### src/rtl/si_pkg.sv
`timescale 1ns / 1ps
`default_nettype none
// ----------------------------------------------------------------------------
// si_pkg: shared types and constants for the segment intersection block
// Transaction structs, datapath widths and pipeline depths.
// ----------------------------------------------------------------------------
package si_pkg;

    localparam int COORD_W = 32;                 // Q16.16 coordinate
    localparam int DIFF_W  = COORD_W + 1;        // coordinate difference
    localparam int PROD_W  = 2 * DIFF_W;         // product of two differences
    localparam int MAG_W   = PROD_W;             // magnitude of a cross product
    localparam int NUM_W   = MAG_W + DIFF_W;     // scaled numerator
    localparam int QB      = 36;                 // quotient bits resolved by the divider
    localparam int QR_W    = QB + 1;             // quotient after rounding
    localparam int PT_W    = COORD_W + 4;        // unclipped point
    localparam int DIV_LAT = 3 + QB + 2;         // divider lane latency
    localparam int Q_DEPTH = 2;                  // front-to-back queue depth
    localparam int Q_AW    = $clog2(Q_DEPTH);
    localparam int Q_CW    = $clog2(Q_DEPTH + 1);

    typedef struct packed {
        logic signed [COORD_W-1:0] first_start_x;
        logic signed [COORD_W-1:0] first_start_y;
        logic signed [COORD_W-1:0] first_end_x;
        logic signed [COORD_W-1:0] first_end_y;
        logic signed [COORD_W-1:0] second_start_x;
        logic signed [COORD_W-1:0] second_start_y;
        logic signed [COORD_W-1:0] second_end_x;
        logic signed [COORD_W-1:0] second_end_y;
    } t_item;

    typedef struct packed {
        logic                      found;
        logic signed [COORD_W-1:0] cross_x;
        logic signed [COORD_W-1:0] cross_y;
    } t_result;

    // classified job handed from the front to the back
    typedef struct packed {
        logic [MAG_W-1:0]          num_mag;
        logic [MAG_W-1:0]          den_mag;
        logic                      den_nz;
        logic [DIFF_W-1:0]         dir_x;
        logic [DIFF_W-1:0]         dir_y;
        logic                      neg_x;
        logic                      neg_y;
        logic signed [COORD_W-1:0] base_x;
        logic signed [COORD_W-1:0] base_y;
        logic signed [COORD_W-1:0] x_lo;
        logic signed [COORD_W-1:0] x_hi;
        logic signed [COORD_W-1:0] y_lo;
        logic signed [COORD_W-1:0] y_hi;
    } t_job;

    // bounding box overlap carried beside the divider lanes
    typedef struct packed {
        logic                      den_nz;
        logic signed [COORD_W-1:0] x_lo;
        logic signed [COORD_W-1:0] x_hi;
        logic signed [COORD_W-1:0] y_lo;
        logic signed [COORD_W-1:0] y_hi;
    } t_box;

endpackage
`default_nettype wire

### src/rtl/si_queue.sv
`timescale 1ns / 1ps
`default_nettype none
// ----------------------------------------------------------------------------
// si_queue: small job queue between front and back
// Pops whenever an entry is present and i_ready is high; full marks back pressure to the front.
// ----------------------------------------------------------------------------
module si_queue (
    input  wire logic         i_clk,
    input  wire logic         i_rst_n,
    input  wire logic         i_push,
    input  wire si_pkg::t_job i_job,
    input  wire logic         i_ready,
    output logic              o_valid,
    output si_pkg::t_job      o_job,
    output logic              o_full
);
    import si_pkg::*;

    t_job             r_mem [0:Q_DEPTH-1];
    logic [Q_AW-1:0]  r_wr, r_rd;
    logic [Q_CW-1:0]  r_cnt;
    logic             n_pop, n_push;

    assign o_valid = (r_cnt != '0);
    assign o_full  = (r_cnt == Q_CW'(Q_DEPTH));
    assign o_job   = r_mem[r_rd];
    assign n_pop   = o_valid && i_ready;
    assign n_push  = i_push && !o_full;

    always_ff @(posedge i_clk) begin
        if (n_push) begin
            r_mem[r_wr] <= i_job;
        end
    end

    always_ff @(posedge i_clk) begin
        if (!i_rst_n) begin
            r_wr  <= '0;
            r_rd  <= '0;
            r_cnt <= '0;
        end else begin
            if (n_push) begin
                r_wr <= (r_wr == Q_AW'(Q_DEPTH - 1)) ? '0 : r_wr + 1'b1;
            end
            if (n_pop) begin
                r_rd <= (r_rd == Q_AW'(Q_DEPTH - 1)) ? '0 : r_rd + 1'b1;
            end
            r_cnt <= r_cnt + Q_CW'(n_push) - Q_CW'(n_pop);
        end
    end

endmodule
`default_nettype wire

### config.mk
export PLATFORM = sky130hd
export DESIGN_NAME = si_queue
export DESIGN_NICKNAME = d
export VERILOG_FILES = /design/src/rtl/si_pkg.sv /design/src/rtl/si_queue.sv
export SDC_FILE = /design/constraint.sdc
export NUM_CORES = 1
export LEC_CHECK = 0
export BUFFER_PORTS_ARGS = -buffer_cell sky130_fd_sc_hd__buf_4
export CAP_MARGIN = 20
export CELL_PAD_IN_SITES_DETAIL_PLACEMENT = 1
export CELL_PAD_IN_SITES_GLOBAL_PLACEMENT = 2
export CORE_AREA = 8 8 302 304
export CTS_CLUSTER_DIAMETER = 50
export DETAILED_ROUTE_END_ITERATION = 16
export DIE_AREA = 0 0 310 312
export GPL_TIMING_DRIVEN = 0
export HOLD_SLACK_MARGIN = 0.15
export PLACE_DENSITY_LB_ADDON = 0.15
export SLEW_MARGIN = 40
export SYNTH_ARGS = -nofsm -noshare
export SYNTH_HDL_FRONTEND = slang
export SYNTH_SLANG_ARGS = --single-unit
### constraint.sdc
create_clock -name i_clk -period 58.7 [get_ports i_clk]
set_input_delay 11.74 -clock i_clk [delete_from_list [all_inputs] [get_ports i_clk]]
set_output_delay 11.74 -clock i_clk [all_outputs]
set_load 0.005 [all_outputs]
; After elaboration in Yosys (flattened, before gate mapping)
; Memories as Yosys holds them, arrays and structs flattened. A register that Yosys moved wholly into a read port is not among the register bits.
; Index checks and enable logic that the tools add are counted.
; W data, S select, Z words.
[classes]
addsub = 4
eq_ne = 1
muxes = 6
n_reduce_logical = 4
[op_table]
columns = operator, count
row1 = $mux W1, 6
row2 = $add A1 B1 Y1 const B, 2
row3 = $add A2 B1 Y2, 1
row4 = $eq A2 B2 Y1 const B, 1
row5 = $logic_and A1 B1 Y1, 2
row6 = $reduce_bool A2 Y1, 1
row7 = $sub A2 B1 Y2, 1
row8 = $logic_not A1 Y1, 1
[word_totals]
regBits = 4
ram_bits = 786
elab_cells = 19
mem_count = 1
[memory_table]
columns = memory, words, word_bits, rd, rd_clocked_by_memory_dff, write_ports, line_no
row1 = r_mem, 2, 393, 1, 1, 1, si_queue.sv:19  ; t_job r_mem [0:Q_DEPTH-1];

; Logic depth before layout (Yosys ltp)
[logic_depth]
ltp_word = 5
ltp_mapped = 8
mapped_depth_nobuf = 8

; Worst setup path after synthesis
; OpenSTA, ideal clock, no wires.
[synth_path]
path_kind = input -> register
from = input i_push
to = memory r_mem[0][0] (netlist bit), enable pin
setup_time_ps = 1156
t_arrival_ps = 28094
slack_ps = 29450
path_stages = 2
n_path_buf = 0
path_cell_list = nand2_1 > nor2_1
[synth_via]
elab_chain_len = 3
[synth_lines]
columns = item, line_no
row1 = "start, declared", si_queue.sv:10  ; input wire logic i_push,
row2 = $logic_and A1 B1 Y1, si_queue.sv:28  ; assign n_push = i_push && !o_full;
row3 = $mux W1, si_queue.sv:31  ; if (n_push) begin
row4 = $mux W1 (not written as such), si_queue.sv:32  ; r_mem[r_wr] <= i_job;
row5 = "end, declared", si_queue.sv:19
; Every way passes these cells.

==> results by group <==
STA
  • Setup TNS Final: 0 ns
  • Pins Over Slew Limit: 0
  • Clock period minus worst slack: 13.84 ns
  • Max Freq: 72.24 MHz
  • Fin crit share: 23.58%
  • Setup Viol. Count Final: 0
  • Max-slew headroom: 70.52%
  • Final Hold Viols: 0
  • Slew @ Worst Pin: 0.4412 ns
  • Worst clock skew: 0.01953 ns
  • Hold_ws: 0.5322 ns
  • RSZ-0062 raised after global routing: false

GRT
  • Largest net degree at the start of global routing: 39
  • Initial antenna violation count: 30
  • GRT overflow: 0
  • First-pass GRT wire length: 121700 um
  • Global-route total usage across every layer: 17.47%
  • Vias in the first global route: 17230

Yosys
  • Cell taking the most area after synthesis: edfxtp_1
  • Largest cells by area after synthesis: edfxtp_1 (78%), mux2_4 (18%), buf_6 (1.1%), mux2_2 (0.86%), buf_8 (0.55%)
  • Ys Warns: 0
  • Syn Inst Count: 1250
  • Avg Inst Size Synth: 24.16 sq um
  • #FFs+latches synth: 791
  • Top_reg_cell synth: edfxtp_1
  • Post-synth ARST share: 0%
  • Unique cell type count in the Yosys netlist: 21
  • EDFF count, synth: 786
  • Most common cell in the netlist: edfxtp_1
  • Synth top area share: 78.17%
  • Syn nets: 1649
  • Synthesized area: 30200 sq um
  • Sequential-to-total area share from yosys stat: 78.50%
  • Most frequent cells after synthesis: edfxtp_1 (786), mux2_4 (370), buf_6 (29), mux2_2 (23), buf_8 (11)

Clock network
  • Num CTS Buffers: 103
  • CTS tree: yes
  • Largest buffer count on any clock path: 3
  • H-tree levels: 3
  • Post-CTS sizing: 0
  • Clk slew on worst S/H paths: 0.06 ns
  • CTS Root Cell: clkbuf_16
  • Clk_lat worst skew: 0.65 ns
  • Setup Fix Bufs, Post-CTS: 0
  • Sink Count: 791
  • Cts hold-fix bufs: 0

Power
  • PwrDens: 47.47 nW/um^2
  • Sw frac: 26.64%
  • Combinational share of power: 30.2%
  • VDD IR max: 0.00002737 V
  • Leak pwr: 16.36 nW
  • P_int: 0.001463 W
  • Clk pwr share: 32.3%
  • Total power: 0.001994 W
  • Sequential share of power: 37.5%
  • Switching pwr: 0.0005310 W

Final layout
  • Fraction of layout cells with a size suffix above 1: 63.16%
  • Final #Nets: 2583
  • Layout area overhead: 39.09%
  • Layout Cells excl Fill: 3441
  • Fill count: 8088

Outcome
  • Status: finished, final reports clean

Route
  • TritonRoute pass-1 iters: 4
  • Number of vias per cell: 4.502
  • # DRC: 0
  • Starting DRC count in detailed routing: 641
  • Antenna-violating nets left: 0
  • DR WL/cell: 25.79 um
  • Via count: 15490
  • Total Wirelength: 88730 um

Place
  • Hpwl dp: 68040 um
  • I/O Buffers: 791
  • Final Wtd Congestion: 0.7472
  • Placed cells: 3234

Floorplan
  • IO Pins: 792
  • Die H: 312 um
  • Core area: 86210 sq um
  • Starting Density: 35.02%
  • Die width: 310 um
  • Core Rows: 108
  • Die Area: 96720 sq um

Worst setup path
  • Max FO, Critical Path: 10
  • Critical Path End Type: output port
  • CP Launch Type: register
  • Crit path DAT: 2.10 ns
  • CP Cell Sequence: buf_6 > buf_8 > buf_8 > mux2_4 > buf_4
  • Most frequent CP cell: buf_8
  • WS Path Type: register to output port
  • Max stage delay on crit path: 0.34 ns
  • Slowest CP cell: mux2_4
  • Worst endpoint required time: 46.96 ns

Job
  • Max Cap Viol: 0

Hold path
  • Hold Path Class: register to register
## power groups by stage
stage	logic [W]	clock network (W)	registers (W)
2_1_floorplan	0.000301	0	0.000813
3_3_place_gp	0.000581	0	0.000856
3_5_place_dp	0.000619	0	0.000760
4_1_cts	0.000621	0.000661	0.000749
5_1_grt	0.000641	0.000681	0.000755
6_report	0.000602	0.000643	0.000748
## state kept, by name (all words and copies together) (netlist names), named ones only
signal  count
r_mem     786
r_rd        1
r_cnt       2
r_wr        1
## metal layers
layer	GRT usage, %	vias up	share of wire [%]
li1	-	6912	-
met1	16.22	7774	32
met4	6.773	34	3.1
met2	31.63	603	53
met3	9.534	169	12
met5	0	-	0.24
## placed cells by master, fill, tap and decap left out, types with 15 or more instances in the layout
cell type,count
bufinv_16,15
buf_16,15
mux2_4,370
clkinv_2,15
buf_8,22
buf_6,29
mux2_2,23
clkbuf_16,105
buf_4,791
edfxtp_1,786
## cell type report
cell class | count | area [sq um] | share of cell area [%]
Inverter | 3 | 11.26 | 0.02681
Clock buffer | 119 | 2680 | 6.381
Tap cell | 1155 | 1445 | 3.441
Clock inverter | 74 | 874.6 | 2.082
Multi-Input combinational cell | 412 | 5952 | 14.17
Sequential cell | 791 | 23700 | 56.44
Antenna cell | 14 | 35.03 | 0.08342
Timing Repair Buffer | 829 | 6756 | 16.09
Buffer | 44 | 541.8 | 1.290
## metrics by stage
step	worst slack [ns]	instance area [sq um]	utilization, %
global route	44.74	41990	48.70
global placement	18.40	37580	43.59
detailed placement	44.59	38410	44.55
finish	44.86	42000	48.72
floorplan	29.45	30200	-
CTS	44.73	41960	48.68
## critical path, delay by kind of cell, from the launching register on
kind                   cells  cell delay, ns
muxes                      1            0.34
buffers and inverters      4            0.77
DFF                        1            0.33
## cells by family after synthesis
group | count (synthesis) | share of synthesized area, %
xor gates and xnor gates | 2 | 0.05802
DFF | 791 | 78.50
adders and majority gates | 2 | 0.08286
buffers and inverters | 47 | 1.832
muxes | 394 | 19.29
and+or+nand+nor | 13 | 0.2155
AOI/OAI and AO/OA | 1 | 0.02487
## final timing paths
kind                 start  cells past startpoint  slack [ns]       endpoint
hold / removal        r_rd                      2        0.53       register
setup / recovery  register                      5       44.86     o_job[222]
setup reg to reg  r_cnt[0]                     10       55.91  r_mem[0][209]
hold reg to reg       r_rd                      2        0.53       register
Power figures use the tool's default switching activity.
